**config.mk**
```make
export PLATFORM = sky130hd
export DESIGN_NAME = lattice_help_reconcile
export DESIGN_NICKNAME = d
export VERILOG_FILES = /design/src/hw/rtl/lhr_pkg.sv /design/src/hw/rtl/lattice_help_reconcile.sv
export SDC_FILE = /design/constraint.sdc
export NUM_CORES = 1
export LEC_CHECK = 0
export BUFFER_PORTS_ARGS = -buffer_cell sky130_fd_sc_hd__buf_2
export CAP_MARGIN = 20
export CORE_UTILIZATION = 35
export DETAILED_ROUTE_END_ITERATION = 8
export SLEW_MARGIN = 20
export SYNTH_ARGS = -nofsm -noshare
export SYNTH_HDL_FRONTEND = slang
export SYNTH_SLANG_ARGS = --single-unit
```
**constraint.sdc**
```tcl
create_clock -name clock -period 9.1 [get_ports clock]
set_input_delay 1.82 -clock clock [delete_from_list [all_inputs] [get_ports clock]]
set_output_delay 1.82 -clock clock [all_outputs]
set_load 0.01 [all_outputs]
```
**src/hw/rtl/lhr_pkg.sv**
```systemverilog
package lhr_pkg;

   // fixed field widths of the item channels
   localparam int COEFF_W      = 14;
   localparam int HELP_W       = 2;
   localparam int NUM_COEFF_IN = 4;

   // default cell geometry (four coefficients, two help bits, q = 12289)
   localparam int CELL_DIM_DEF  = 4;
   localparam int HELP_BITS_DEF = 2;
   localparam int MODULUS_DEF   = 12289;

   typedef struct packed {
      logic [COEFF_W-1:0] coeff_a;
      logic [COEFF_W-1:0] coeff_b;
      logic [COEFF_W-1:0] coeff_c;
      logic [COEFF_W-1:0] coeff_d;
      logic               nudge_bit;
   } req_type;

   typedef struct packed {
      logic [HELP_W-1:0] help_a;
      logic [HELP_W-1:0] help_b;
      logic [HELP_W-1:0] help_c;
      logic [HELP_W-1:0] help_d;
      logic              key_bit;
   } rsp_type;

endpackage

```
**src/hw/rtl/lattice_help_reconcile.sv**
```systemverilog
// an accepted item passes the input, middle and result register, in that order, before result valid
// throughput: one cell per cycle; the pipeline only holds while the result side stalls
// the two multiplier stages (reciprocal divide by q, then v0 * 2q) each end in a register
// reset: synchronous, active high; clears the three stage valid bits, payload is not reset
module lattice_help_reconcile #(
   parameter int CELL_DIM  = lhr_pkg::CELL_DIM_DEF,
   parameter int HELP_BITS = lhr_pkg::HELP_BITS_DEF,
   parameter int MODULUS   = lhr_pkg::MODULUS_DEF
) (
   input  logic             clock,
   input  logic             reset,
   input  logic             req_valid,
   output logic             req_stall,
   input  lhr_pkg::req_type req_data,
   output logic             rsp_valid,
   input  logic             rsp_stall,
   output lhr_pkg::rsp_type rsp_data
);
   import lhr_pkg::*;

   // scaled coefficient: (2c + nudge) << HELP_BITS
   localparam int XW    = COEFF_W + 1 + HELP_BITS;
   localparam int QW    = $clog2(MODULUS + 1);
   localparam int LOGQ  = $clog2(MODULUS);
   // exact reciprocal divide: floor(x / q) = (x * ceil(2^(XW+LOGQ) / q)) >> (XW+LOGQ)
   localparam int SHIFT = XW + LOGQ;
   localparam int RW    = XW + 1;
   localparam int PW    = SHIFT + XW;
   localparam logic [63:0] RECIP =
      ((64'd1 << SHIFT) + 64'(MODULUS) - 64'd1) / 64'(MODULUS);
   localparam logic [RW-1:0] RECIP_W = RECIP[RW-1:0];
   // distance and sum widths
   localparam int MW    = ((XW > QW) ? XW : QW) + 1;
   localparam int SW    = MW + $clog2(CELL_DIM);
   localparam int M0W   = XW + QW + 1;
   localparam logic [QW:0] TWO_Q = (QW + 1)'(2 * MODULUS);
   localparam int THRESH = (CELL_DIM * MODULUS + 1) / 2;

   // ---------------------------------------------------------------
   // pipeline control: each stage moves when the next one is free
   // ---------------------------------------------------------------
   logic s0_valid_ff, s0_valid_in;
   logic s1_valid_ff, s1_valid_in;
   logic rsp_valid_ff, rsp_valid_in;
   logic out_move, s1_move, s0_move;

   assign out_move  = !rsp_valid_ff || !rsp_stall;
   assign s1_move   = !s1_valid_ff || out_move;
   assign s0_move   = !s0_valid_ff || s1_move;
   assign req_stall = !s0_move;

   assign s0_valid_in  = s0_move  ? req_valid   : s0_valid_ff;
   assign s1_valid_in  = s1_move  ? s0_valid_ff : s1_valid_ff;
   assign rsp_valid_in = out_move ? s1_valid_ff : rsp_valid_ff;

   always_ff @(posedge clock) begin
      if (reset) begin
         s0_valid_ff  <= 1'b0;
         s1_valid_ff  <= 1'b0;
         rsp_valid_ff <= 1'b0;
      end else begin
         s0_valid_ff  <= s0_valid_in;
         s1_valid_ff  <= s1_valid_in;
         rsp_valid_ff <= rsp_valid_in;
      end
   end

   assign rsp_valid = rsp_valid_ff;

   // ---------------------------------------------------------------
   // input register
   // ---------------------------------------------------------------
   req_type s0_data_ff;

   always_ff @(posedge clock) begin
      if (s0_move) begin
         s0_data_ff <= req_data;
      end
   end

   // ---------------------------------------------------------------
   // stage 1: scale each coefficient, divide by q, find v0 and the odd index
   // ---------------------------------------------------------------
   logic [COEFF_W-1:0]   coeff_in [NUM_COEFF_IN];
   logic [COEFF_W-1:0]   coeff    [CELL_DIM];
   logic [XW-1:0]        xx       [CELL_DIM];
   logic [PW-1:0]        prod     [CELL_DIM];
   logic [XW-1:0]        quo      [CELL_DIM];
   logic [XW:0]          quo_inc  [CELL_DIM];
   logic [XW-1:0]        v0       [CELL_DIM];
   logic [HELP_BITS-1:0] p1       [CELL_DIM];

   logic [XW-1:0]        xx_ff    [CELL_DIM];
   logic [XW-1:0]        v0_ff    [CELL_DIM];
   logic [HELP_BITS-1:0] p1_ff    [CELL_DIM];

   assign coeff_in[0] = s0_data_ff.coeff_a;
   assign coeff_in[1] = s0_data_ff.coeff_b;
   assign coeff_in[2] = s0_data_ff.coeff_c;
   assign coeff_in[3] = s0_data_ff.coeff_d;

   for (genvar j = 0; j < CELL_DIM; j++) begin : g_front
      // coefficients past the input fields are zero
      if (j < NUM_COEFF_IN) begin : g_used
         assign coeff[j] = coeff_in[j];
      end else begin : g_zero
         assign coeff[j] = '0;
      end

      assign xx[j]      = {coeff[j], s0_data_ff.nudge_bit, {HELP_BITS{1'b0}}};
      assign prod[j]    = PW'(xx[j]) * PW'(RECIP_W);
      assign quo[j]     = prod[j][SHIFT +: XW];
      // v0: nearest even multiple of q, index rounded up
      assign quo_inc[j] = {1'b0, quo[j]} + (XW + 1)'(1);
      assign v0[j]      = quo_inc[j][XW:1];
      // odd offset point index
      assign p1[j]      = quo[j][HELP_BITS:1];

      always_ff @(posedge clock) begin
         if (s1_move) begin
            xx_ff[j] <= xx[j];
            v0_ff[j] <= v0[j];
            p1_ff[j] <= p1[j];
         end
      end
   end

   // ---------------------------------------------------------------
   // stage 2: distance to v0 points, pick even or odd lattice, build help data
   // ---------------------------------------------------------------
   logic [M0W-1:0]       m0_full [CELL_DIM];
   logic [MW-1:0]        m0      [CELL_DIM];
   logic [MW-1:0]        xx_ext  [CELL_DIM];
   logic [MW-1:0]        dev     [CELL_DIM];
   logic [SW-1:0]        dist_sum;
   logic                 choose_odd;
   logic [HELP_BITS-1:0] point   [CELL_DIM];
   logic [HELP_BITS-1:0] last_idx;
   logic [HELP_BITS:0]   last_sh;
   logic [HELP_BITS-1:0] sub     [CELL_DIM];
   logic [HELP_W-1:0]    help_sub [3];
   rsp_type              rsp_next;
   rsp_type              rsp_data_ff;

   function automatic logic [HELP_W-1:0] fit_help(input logic [HELP_BITS-1:0] v);
      logic [HELP_BITS+HELP_W-1:0] w;
      w = {{HELP_W{1'b0}}, v};
      return w[HELP_W-1:0];
   endfunction

   for (genvar j = 0; j < CELL_DIM; j++) begin : g_dist
      assign m0_full[j] = M0W'(v0_ff[j]) * M0W'(TWO_Q);
      assign m0[j]      = m0_full[j][MW-1:0];
      assign xx_ext[j]  = MW'(xx_ff[j]);
      assign dev[j]     = (xx_ext[j] > m0[j]) ? (xx_ext[j] - m0[j]) : (m0[j] - xx_ext[j]);
   end

   always_comb begin
      dist_sum = '0;
      for (int j = 0; j < CELL_DIM; j++) begin
         dist_sum = dist_sum + SW'(dev[j]);
      end
   end

   // below half of CELL_DIM * q keeps the even lattice
   assign choose_odd = !(dist_sum < SW'(THRESH));

   for (genvar j = 0; j < CELL_DIM; j++) begin : g_point
      assign point[j] = choose_odd ? p1_ff[j] : v0_ff[j][HELP_BITS-1:0];
   end

   assign last_idx = point[CELL_DIM-1];
   assign last_sh  = {last_idx, choose_odd};

   for (genvar j = 0; j < CELL_DIM; j++) begin : g_sub
      if (j < CELL_DIM - 1) begin : g_rel
         // relative to the last subcell, wraps mod 2^HELP_BITS
         assign sub[j] = point[j] - last_idx;
      end else begin : g_last
         assign sub[j] = last_sh[HELP_BITS-1:0];
      end
   end

   for (genvar k = 0; k < 3; k++) begin : g_help
      if (k < CELL_DIM - 1) begin : g_have
         assign help_sub[k] = fit_help(sub[k]);
      end else begin : g_none
         assign help_sub[k] = '0;
      end
   end

   always_comb begin
      rsp_next.help_a  = help_sub[0];
      rsp_next.help_b  = help_sub[1];
      rsp_next.help_c  = help_sub[2];
      rsp_next.help_d  = fit_help(sub[CELL_DIM-1]);
      rsp_next.key_bit = last_idx[HELP_BITS-1];
   end

   // ---------------------------------------------------------------
   // result register
   // ---------------------------------------------------------------
   always_ff @(posedge clock) begin
      if (out_move) begin
         rsp_data_ff <= rsp_next;
      end
   end

   assign rsp_data = rsp_data_ff;

`ifndef SYNTHESIS
   // a full middle stage behind a stalled result must stay put
   a_mid_hold: assert property (@(posedge clock) disable iff (reset)
      s1_valid_ff && rsp_valid_ff && rsp_stall |=> s1_valid_ff && rsp_valid_ff)
      else $error("middle stage lost an item under result stall");

   // a taken result with nothing behind it empties the output register
   a_out_drain: assert property (@(posedge clock) disable iff (reset)
      rsp_valid_ff && !rsp_stall && !s1_valid_ff |=> !rsp_valid_ff)
      else $error("result repeated after being taken");

   // input must be held off when every stage is full and the output stalls
   a_full_stall: assert property (@(posedge clock) disable iff (reset)
      s0_valid_ff && s1_valid_ff && rsp_valid_ff && rsp_stall |-> req_stall)
      else $error("item accepted into a full pipeline");
`endif

endmodule
```
# After elaboration in Yosys (flattened, before gate mapping)
# Memory sizes are Yosys's and may differ from the RTL's.
# Cells that the tools add are included.
classes:
  magnitude_cmp: 5
  n_eq_ne: 0
  bitwise_logic: 0
  n_addsub: 18
  n_div: 0
  n_reduce_logical: 9
  muxes: 10
  mul: 8
  shifts: 0
op_table:
  columns: ["operator", "n"]
  rows:
  - ["15-bit by 18-bit multiplier with 33-bit output, second input constant", 4]
  - ["17-bit by 18-bit > comparator with 1-bit output", 4]
  - ["18-bit 2-to-1 mux", 4]
  - ["17-bit by 18-bit subtractor with 18-bit output", 4]
  - ["18-bit by 17-bit subtractor with 18-bit output", 4]
  - ["17-bit by 14-bit multiplier with 17-bit output, second input constant", 4]
  - ["19-bit by 18-bit adder with 20-bit output", 1]
  - ["20-bit by 18-bit adder with 20-bit output", 1]
  - ["4-bit by 1-bit adder with 5-bit output, second input constant", 4]
  - ["20-bit by 15-bit less-than comparator with 1-bit output, second input constant", 1]
  - ["18-bit by 18-bit adder with 19-bit output", 1]
  - ["2-bit 2-to-1 mux", 4]
  - ["1-bit zero test", 6]
  - ["2-bit subtractor", 3]
  - ["1-bit logical OR", 3]
  - ["1-bit 2-to-1 mux", 2]
totals:
  romBits: 0
  mem_bits_rw: 84
  inputBits: 61
  latchBits: 0
  memories: 3
  regBits: 69
memory_table:
  columns: ["name", "words", "width", "rd", "rd_clocked_by_memory_dff", "wr", "line", "source"]
  rows:
  - ["xx_ff", 4, 15, 4, 0, 4, "lattice_help_reconcile.sv:93", "logic [XW-1:0] xx_ff [CELL_DIM];"]
  - ["v0_ff", 4, 4, 4, 0, 4, "lattice_help_reconcile.sv:94", "logic [XW-1:0] v0_ff [CELL_DIM];"]
  - ["p1_ff", 4, 2, 4, 0, 4, "lattice_help_reconcile.sv:95", "logic [HELP_BITS-1:0] p1_ff [CELL_DIM];"]

# Depth between registers and ports, before layout
# Gate-level depths: netlist of the first run.
# An unclocked memory read counts as a cell.
depth:
  ltp_word: 10
  ltp_mapped: 32

# Worst setup path before layout of the first run
# Ideal clock, no wire load.
synth_timing:
  path_kind: "register to register"
  start: "memory v0_ff[2][2] (netlist bit)"
  end: "register rsp_data_ff, in the netlist rsp_data[4], data pin"
  path_slack_ns: 1.855
  path_stages_with_launch: 32
  synth_period_minus_slack_ns: 7.245
  arrival_time_ns: 6.987
  cell_sequence: "edfxtp_1 -> inv_1 -> ha_1 -> inv_1 -> ha_1 -> ha_1 -> ha_1 -> and3_1 -> nand3_1 -> o21a_1 -> and3_1 -> a221o_1 -> nor3_1 -> a21oi_1 -> xor2_1 -> fa_1 -> inv_1 -> fa_1 -> inv_1 -> ha_1 -> and3_1 -> a221oi_1 -> a21oi_1 -> a21oi_1 -> mux2i_1 -> nor4_1 -> nand4_1 -> clkbuf_1 -> nand2_1 -> o21ai_1 -> ha_1 -> xnor2_1"
synth_rtl:
  columns: ["element", "line", "source"]
  rows:
  - ["start: declaration", "lattice_help_reconcile.sv:94", null]
  - ["end signal: assignment", "lattice_help_reconcile.sv:205", "rsp_data_ff <= rsp_next;"]
  - ["end: declaration", "lattice_help_reconcile.sv:143", "rsp_type rsp_data_ff;"]

==> impl_metrics.csv, run 1 <==
group,metric,value,unit
cells_and_area,num_antenna_cells,0,
cts,cts_buffers,17,
synth,synth_nets,3520,
global_route,first_global_vias,18019,
synth,synth.top_cell.area_share,28.1,%
global_route,grtUsageMet1,21.2,%
cts,hold_buffers,0,
worst_setup_path,crit_family,"adder cells",
global_route,grt_use_total,15.5,%
synth,synth-seq-cells,150,
global_route,grt_util_met2,25.9,%
flow_run,cap_violations,0,
placement,place_hpwl,47500,um
timing,hold_viol,0,
timing,worstMarginPinSlew,1.01,ns
worst_setup_path,path_class,"flop to flop",
cts,clk_pin_slew,0.07,ns
synth,yosysTopAreaCell,"ha_1",
drt,drt_wl_total,55000,um
timing,period_share,90.4,%
synth,syn_area_per_cell,10.7,um^2
synth,syn_area,26700,um^2
worst_setup_path,arrival,8.47,ns
global_route,grt_first_pass_wirelength,94600,um
timing,rsz0062_at_grt,"false",
cts,cts_resized,0,
worst_setup_path,reg2reg_to,"rsp_data[8]",
cts,cts.path.max_buffers,2,
cts,cts_tree,"built",
min_path,hold_start,"s1_valid_ff",
worst_setup_path,worstSetupStartpointType,"flop",
timing,finalMaxSlewViolations,0,
run_status,status,"completed",
global_route,grt-busiest-layer,"met2",
cts,numClockSinks,150,
global_route,grt_max_degree,82,
global_route,antenna_found_initial,1,
placement,dpl.cell_count,3515,
cts,cts_max_level,4,
synth,synth_area_leaders,"ha_1, fa_1, edfxtp_1",
worst_setup_path,r2r-start,"v0_ff[3][2]",
placement,gp_congestion,0.878,
floorplan,fp.dieW,278,um
floorplan,pin_count,72,
worst_setup_path,cp_max_fo,25,
min_path,min_to,"rsp_valid",
cells_and_area,layout_common_cells,"ha_1, inv_1, fa_1",
cells_and_area,drive_above_1_share,5.31,%
timing,relSlewSlack,32.6,%
drt,vias,16922,
timing,setup_tns,0,ns
synth,synth_seq_area_share,16.7,%
drt,drc,0,
global_route,overflow,0,
floorplan,fp.dieH,278,um
worst_setup_path,slowest_stage,"o21ai_2",
worst_setup_path,cp.required,9.34,ns
synth,yosysWarningCount,0,
cells_and_area,final_common_cell,"ha_1",
timing,setup_viol,0,
floorplan,rows,100,
drt,firstDrtPassIters,5,
min_path,hold_class,"flop to flop",
synth,yosysUniqueCellTypes,82,
placement,placement.io_buffers,71,
floorplan,initial_utilization,35.6,%
worst_setup_path,rr_worst_depth,27,
min_path,hold_depth,2,
worst_setup_path,crit_path_end_kind,"flop",
cells_and_area,nNetsFinal,3598,
drt,vias_per_cell,4.77,
worst_setup_path,reg2reg_slack,0.87,ns
synth,synth-edff-count,147,
timing,max_freq,0.122,GHz
worst_setup_path,cpMostUsedCell,"ha_1",
timing,fin_skew,0.0149,ns
cells_and_area,post_layout_nonfiller_instances,3547,
drt,drt_iter0_drc,774,
worst_setup_path,cp_slowest_stage_delay,0.79,ns
synth,async_flop_share,0,%
synth,synth_top_flop_cell,"edfxtp_1",
floorplan,dieArea,77400,um^2
drt,wl_per_cell,15.5,um
cts,cts_root_buf,"clkbuf_16",
cts,clk_latency,0.48,ns
worst_setup_path,cp_num_buf_inv,4,
drt,postRouteAntennaNets,0,
cells_and_area,area_growth,8.07,%
global_route,met3_usage,2.28,%
floorplan,core,74900,um^2
cts,cts_setup_buffers,0,
cells_and_area,fillers,7263,
synth,synthCells,2488,
timing,min_period,8.23,ns
==> logic make-up (layout without fill, tap and decap cells) <==
logic type	after synthesis	in the layout	synth area share (%)
AOI/OAI and AO/OA	330	330	8.27
buffers and inverters	609	699	8.63
adders and majority gates	971	971	55.9
muxes	36	36	1.36
DFF	150	150	16.7
xor gates and xnor gates	113	113	3.70
and+or+nand+nor	279	279	5.42
==> state kept, by name (all words and copies together), names as in the netlist, 8 cells and up <==
name	cells
p1_ff	8
coeff	56
rsp_data	9
v0_ff	16
xx_ff	57
==> routing by layer <==
layer / vias up / share of wire, %
met5: - / 0
met4: 0 / 1.2
met3: 36 / 2.7
met2: 178 / 48
met1: 8265 / 49
li1: 8443 / -
==> stage by stage <==
stage          setup slack [ns]  hold slack, ns  cell area, um^2  util [%]
4_1_cts                   0.847           0.478            28900      38.5
5_1_grt                   0.186           0.520            28900      38.5
2_1_floorplan              1.86           0.430            26700         -
3_5_place_dp              0.869           0.449            28300      37.7
6_report                  0.870           0.468            28900      38.5
3_3_place_gp              0.951           0.460            28300      37.7
==> cells in the mapped netlist, drive strengths merged, types with 4 or more instances <==
| library cell | n |
|---|---|
| a221oi | 6 |
| o31ai | 4 |
| nand3 | 20 |
| inv | 589 |
| or2 | 17 |
| a211oi | 14 |
| nor4 | 11 |
| or4 | 4 |
| nor3 | 22 |
| a21o | 60 |
| a2111oi | 6 |
| o21bai | 10 |
| o31a | 5 |
| ha | 601 |
| o211ai | 6 |
| mux2i | 33 |
| o21a | 15 |
| nor3b | 4 |
| nand2 | 56 |
| o22ai | 4 |
| a311oi | 7 |
| and2 | 4 |
| a21oi | 90 |
| or3 | 11 |
| fa | 370 |
| buf | 7 |
| a211o | 6 |
| edfxtp | 147 |
| and3 | 18 |
| xnor2 | 54 |
| o21ai | 54 |
| clkbuf | 13 |
| a31oi | 10 |
| nor2b | 8 |
| nand2b | 10 |
| nor2 | 67 |
| xor2 | 59 |
| nand4 | 17 |
==> worst register-to-register path, delay by kind of cell, from the launching register on <==
kind                     cells  cell delay, ns
AO/OA/AOI/OAI                6            2.44
XOR/XNOR                     2            0.20
adder cells (fa/ha/maj)      8            2.91
buffers and inverters        4            0.23
flip-flops                   1            0.43
multiplexers                 2            0.42
AND/OR/NAND/NOR              5            1.35
==> final cells by class <==
| cell class | instances | area [um^2] | area share (%) |
|---|---|---|---|
| multi-input combinational | 1729 | 19900 | 69.1 |
| inverter | 589 | 2210 | 7.66 |
| clock inverter | 13 | 174 | 0.602 |
| timing repair buffer | 79 | 428 | 1.48 |
| sequential | 150 | 4470 | 15.5 |
| tap | 969 | 1210 | 4.20 |
| clock buffer | 18 | 429 | 1.49 |
==> worst max path at each step <==
stage | to | depth (start not counted) | slack (ns) | startpoint
floorplan | rsp_data[4] | 31 | 1.86 | v0_ff[2][2]
global placement | rsp_data[6] | 29 | 0.95 | v0_ff[2][2]
detailed placement | rsp_data[6] | 29 | 0.87 | v0_ff[2][2]
CTS | rsp_data[8] | 29 | 0.85 | v0_ff[2][2]
global route | rsp_data[4] | 27 | 0.19 | v0_ff[3][2]
finish | rsp_data[8] | 27 | 0.87 | v0_ff[3][2]
Power of run 1 is not shown: default switching activity piles up to over one toggle a cycle in this logic, so the estimate is an artifact.
==> inputs of run 2 (changes only) <==
--- a/config.mk
+++ b/config.mk
@@ -7,8 +7,9 @@
 export LEC_CHECK = 0
 export BUFFER_PORTS_ARGS = -buffer_cell sky130_fd_sc_hd__buf_2
 export CAP_MARGIN = 20
-export CORE_UTILIZATION = 35
+export CORE_UTILIZATION = 50
 export DETAILED_ROUTE_END_ITERATION = 8
+export PLACE_DENSITY = 0.66
 export SLEW_MARGIN = 20
 export SYNTH_ARGS = -nofsm -noshare
 export SYNTH_HDL_FRONTEND = slang
==> run 2 against run 1 <==
  * Cell count fell by 8.0%
  * Clock skew decreased by 0.0019 ns
  * Hold slack better by 0.023 ns
  * Wire length grew 5.0%
  * Register-to-register slack worse by 0.17 ns
  * Critical path depth unchanged
  * Sequential share of layout area grew 0.24 points
  * Global-route usage up 7.4 points
  * Die area shrank 30%
==> impl_metrics.csv, run 2 (synthesis results as in run 1) <==
group,metric,value,unit
run_status,status,"completed",
global_route,grt_use_total,22.9,%
floorplan,pin_count,72,
global_route,antenna_found_initial,0,
cts,cts_resized,0,
cells_and_area,fillers,4538,
timing,min_period,8.40,ns
timing,setup_viol,0,
floorplan,core,52700,um^2
cells_and_area,multi_input_area,19900,um^2
cells_and_area,final_cell_area,28400,um^2
cells_and_area,regArea,4470,um^2
cts,cts_max_level,4,
timing,period_share,92.3,%
worst_setup_path,worstSetupStartpointType,"flop",
drt,wl_per_cell,17.7,um
flow_run,cap_violations,0,
global_route,first_global_vias,18825,
floorplan,fp.dieW,233,um
cts,cts_setup_buffers,0,
cells_and_area,largest_register_ffs,57,
drt,vias_per_cell,5.35,
timing,max_freq,0.119,GHz
cts,cts.path.max_buffers,2,
cts,numClockSinks,150,
floorplan,dieArea,54400,um^2
floorplan,fp.dieH,233,um
worst_setup_path,crit_family,"adder cells",
floorplan,initial_utilization,50.7,%
drt,firstDrtPassIters,5,
timing,finalMaxSlewViolations,0,
worst_setup_path,cp_slowest_stage_delay,0.79,ns
placement,gp_congestion,0.917,
global_route,grt_max_degree,82,
timing,relSlewSlack,25.3,%
cells_and_area,max_flop_register,"xx_ff",
cts,clk_pin_slew,0.07,ns
cts,cts_tree,"built",
cells_and_area,drive_above_1_share,5.13,%
timing,hold_viol,0,
worst_setup_path,cp.required,9.32,ns
drt,drt_wl_total,57800,um
cts,cts_buffers,17,
global_route,overflow,0,
placement,dpl.cell_count,3232,
drt,drc,0,
timing,fin_skew,0.0131,ns
floorplan,rows,84,
drt,drt_iter0_drc,874,
worst_setup_path,cp_num_buf_inv,4,
placement,place_hpwl,49400,um
cts,hold_buffers,0,
cells_and_area,area_growth,6.45,%
min_path,hold_class,"flop to flop",
timing,worstMarginPinSlew,1.12,ns
cells_and_area,final_common_cell,"ha_1",
cts,cts_root_buf,"clkbuf_16",
timing,rsz0062_at_grt,"false",
worst_setup_path,path_class,"flop to flop",
global_route,grt_first_pass_wirelength,97000,um
worst_setup_path,cp_max_fo,25,
placement,placement.io_buffers,71,
placement,placed_area,27900,um^2
cells_and_area,layout_common_cells,"ha_1, inv_1, fa_1",
cells_and_area,post_layout_nonfiller_instances,3263,
worst_setup_path,crit_path_end_kind,"flop",
cts,clk_latency,0.46,ns
worst_setup_path,cpMostUsedCell,"ha_1",
worst_setup_path,slowest_stage,"o21ai_2",
cells_and_area,num_antenna_cells,0,
timing,setup_tns,0,ns
worst_setup_path,arrival,8.62,ns
drt,vias,17465,
cells_and_area,post-route-util,54.0,%
drt,postRouteAntennaNets,0,
cells_and_area,nNetsFinal,3595,
run 2: per-stage QoR:
stage | hold slack, ns | setup slack (ns)
2_1_floorplan | 0.430 | 1.86
3_3_place_gp | 0.443 | 1.12
3_5_place_dp | 0.474 | 0.818
4_1_cts | 0.491 | 0.800
5_1_grt | 0.525 | 0.0292
6_report | 0.491 | 0.697
run 2: cell type report:
class / count / area share (%)
clock buffers: 17 / 1.50
clock inverters: 14 / 0.444
inverters: 589 / 7.78
multi-input cells: 1729 / 70.1
flip-flops and latches: 150 / 15.7
well taps: 688 / 3.03
repair buffers: 76 / 1.39
run 2: path summary, 6_finish.rpt:
path	from	endpoint	slack (ns)	cells after the start
min reg2reg	s1_valid_ff	rsp_valid	0.49	2
max reg2reg	v0_ff[3][2]	rsp_data[8]	0.70	27
max	v0_ff[3][2]	rsp_data[8]	0.70	27
min	s1_valid_ff	rsp_valid	0.49	2
run 2: worst register-to-register path: stages, from the launching register on:
cell,delay (ns)
edfxtp_1,0.44
inv_1,0.10
ha_1,0.29
inv_1,0.04
ha_1,0.28
ha_1,0.32
ha_1,0.37
nand4_1,0.14
o31a_1,0.18
nand3_1,0.11
o21ai_2,0.79
mux2i_1,0.34
xnor2_1,0.15
fa_1,0.57
inv_1,0.06
fa_1,0.53
inv_1,0.05
ha_1,0.35
and3_1,0.19
a221oi_1,0.52
a21oi_1,0.21
a21oi_1,0.29
mux2i_1,0.12
nor4_1,0.28
nand4_1,0.54
o21ai_1,0.58
ha_1,0.24
xnor2_1,0.08
run 2: per-layer routing:
| metal | up-vias | global-route usage [%] | routed length [um] |
|---|---|---|---|
| met2 | 315 | 38.1 | 28000 |
| met1 | 8658 | 31.3 | 27100 |
| met4 | 0 | 5.23 | 882 |
| li1 | 8431 | - | - |
| met5 | - | 0 | 0 |
| met3 | 61 | 3.43 | 1820 |
Power of run 2 is left out for the same reason.
==> inputs of run 3 (changes only) <==
--- a/config.mk
+++ b/config.mk
@@ -9,7 +9,7 @@
 export CAP_MARGIN = 20
 export CORE_UTILIZATION = 50
 export DETAILED_ROUTE_END_ITERATION = 8
-export PLACE_DENSITY = 0.66
+export PLACE_DENSITY = 0.75
 export SLEW_MARGIN = 20
 export SYNTH_ARGS = -nofsm -noshare
 export SYNTH_HDL_FRONTEND = slang
==> constraint.sdc (replaced) <==
create_clock -name clock -period 9.6 [get_ports clock]
set_input_delay 1.92 -clock clock [delete_from_list [all_inputs] [get_ports clock]]
set_output_delay 1.92 -clock clock [all_outputs]
set_load 0.01 [all_outputs]
==> run 3 against run 2 <==
  * Core utilization down 0.057 points
  * Critical path depth up 2
  * Via count up 1.1%
  * Cell count unchanged
  * Die area unchanged
  * Hold slack worse by 0.014 ns
  * Non-clock buffer count down 1
==> impl_metrics.csv, run 3 (synthesis results as in run 1) <==
group,metric,value,unit
run_status,status,"completed",
cells_and_area,largest_register_ffs,57,
timing,relSlewSlack,30.2,%
drt,firstDrtPassIters,7,
worst_setup_path,cp_slowest_stage_delay,0.64,ns
cts,numClockSinks,150,
global_route,antenna_found_initial,0,
drt,vias_per_cell,5.41,
cells_and_area,layout_common_cells,"ha_1, inv_1, fa_1",
worst_setup_path,crit_path_end_kind,"flop",
cts,cts.path.max_buffers,2,
global_route,grtUsageMet1,29.6,%
timing,period_share,89.8,%
placement,placement.io_buffers,71,
cts,cts_tree,"built",
floorplan,rows,84,
drt,drt_wl_total,56100,um
cts,cts_root_buf,"clkbuf_16",
cells_and_area,nNetsFinal,3594,
timing,rsz0062_at_grt,"false",
floorplan,fp.dieH,233,um
timing,min_period,8.62,ns
floorplan,initial_utilization,50.7,%
global_route,grt-busiest-layer,"met2",
drt,wl_per_cell,17.2,um
placement,pre_cts_slack,1.09,ns
worst_setup_path,cp.required,9.82,ns
timing,hold_viol,0,
worst_setup_path,cpMostUsedCell,"ha_1",
worst_setup_path,arrival,8.84,ns
worst_setup_path,worstSetupStartpointType,"flop",
global_route,grt_util_met2,38.4,%
timing,setup_tns,0,ns
cells_and_area,num_antenna_cells,0,
cts,cts_setup_buffers,0,
cts,cts_resized,0,
placement,gp_congestion,0.932,
cells_and_area,final_common_cell,"ha_1",
placement,place_hpwl,47900,um
cts,clk_latency,0.47,ns
floorplan,dieArea,54400,um^2
cells_and_area,area_growth,6.34,%
flow_run,cap_violations,0,
drt,drt_iter0_drc,913,
timing,max_freq,0.116,GHz
cts,clk_pin_slew,0.07,ns
min_path,hold_class,"flop to flop",
global_route,grt_use_total,22.3,%
worst_setup_path,cp_max_fo,25,
cts,hold_buffers,0,
timing,finalMaxSlewViolations,0,
timing,worstMarginPinSlew,1.05,ns
floorplan,pin_count,72,
global_route,first_global_vias,19162,
worst_setup_path,path_class,"flop to flop",
cts,cts_buffers,17,
timing,setup_viol,0,
cts,cts_max_level,4,
global_route,met3_usage,2.92,%
drt,postRouteAntennaNets,0,
global_route,overflow,0,
cells_and_area,drive_above_1_share,5.09,%
drt,drc,0,
floorplan,fp.dieW,233,um
global_route,grt_first_pass_wirelength,95600,um
cells_and_area,max_flop_register,"xx_ff",
timing,layout_setup_ws,0.979,ns
timing,fin_skew,0.0118,ns
worst_setup_path,slowest_stage,"a221o_1",
drt,vias,17657,
floorplan,core,52700,um^2
global_route,grt_max_degree,82,
[run 3: worst paths after layout]
path	end	cells after the start	start	slack, ns
max	rsp_data[4]	29	v0_ff[2][2]	0.98
min	rsp_valid	2	s1_valid_ff	0.48
max reg2reg	rsp_data[4]	29	v0_ff[2][2]	0.98
min reg2reg	rsp_valid	2	s1_valid_ff	0.48
[run 3: cell type report]
| type | count | area (um^2) |
|---|---|---|
| clock inverters | 13 | 100 |
| well taps | 688 | 861 |
| clock buffers | 19 | 433 |
| multi-input cells | 1729 | 19900 |
| fillers | 4449 | 24200 |
| inverters | 589 | 2210 |
| repair buffers | 75 | 385 |
| flip-flops and latches | 150 | 4470 |
[run 3: through the flow]
stage	utilization, %	area [um^2]	hold slack, ns	cells
5_1_grt	54.0	28400	0.493	3263
3_3_place_gp	52.9	27900	0.442	3231
4_1_cts	54.0	28400	0.474	3263
2_1_floorplan	-	26700	0.430	2488
6_report	54.0	28400	0.477	3263
3_5_place_dp	52.9	27900	0.457	3231
[run 3: worst max-delay path, delay by kind of cell (launching register included)]
family / cells / cell delay (ns)
AO/OA/AOI/OAI: 7 / 2.47
XOR/XNOR: 2 / 0.26
adder cells (fa/ha/maj): 8 / 2.90
buffers and inverters: 4 / 0.23
flip-flops: 1 / 0.44
multiplexers: 1 / 0.12
AND/OR/NAND/NOR: 7 / 1.94
[run 3: per-layer routing]
layer	share of wire [%]	vias to the layer above	wire, um
li1	-	8444	-
met1	45	8821	25300
met2	50	317	27800
met3	3.2	75	1780
met4	2.0	0	1100
met5	0	-	0
Power of run 3 is left out for the same reason.
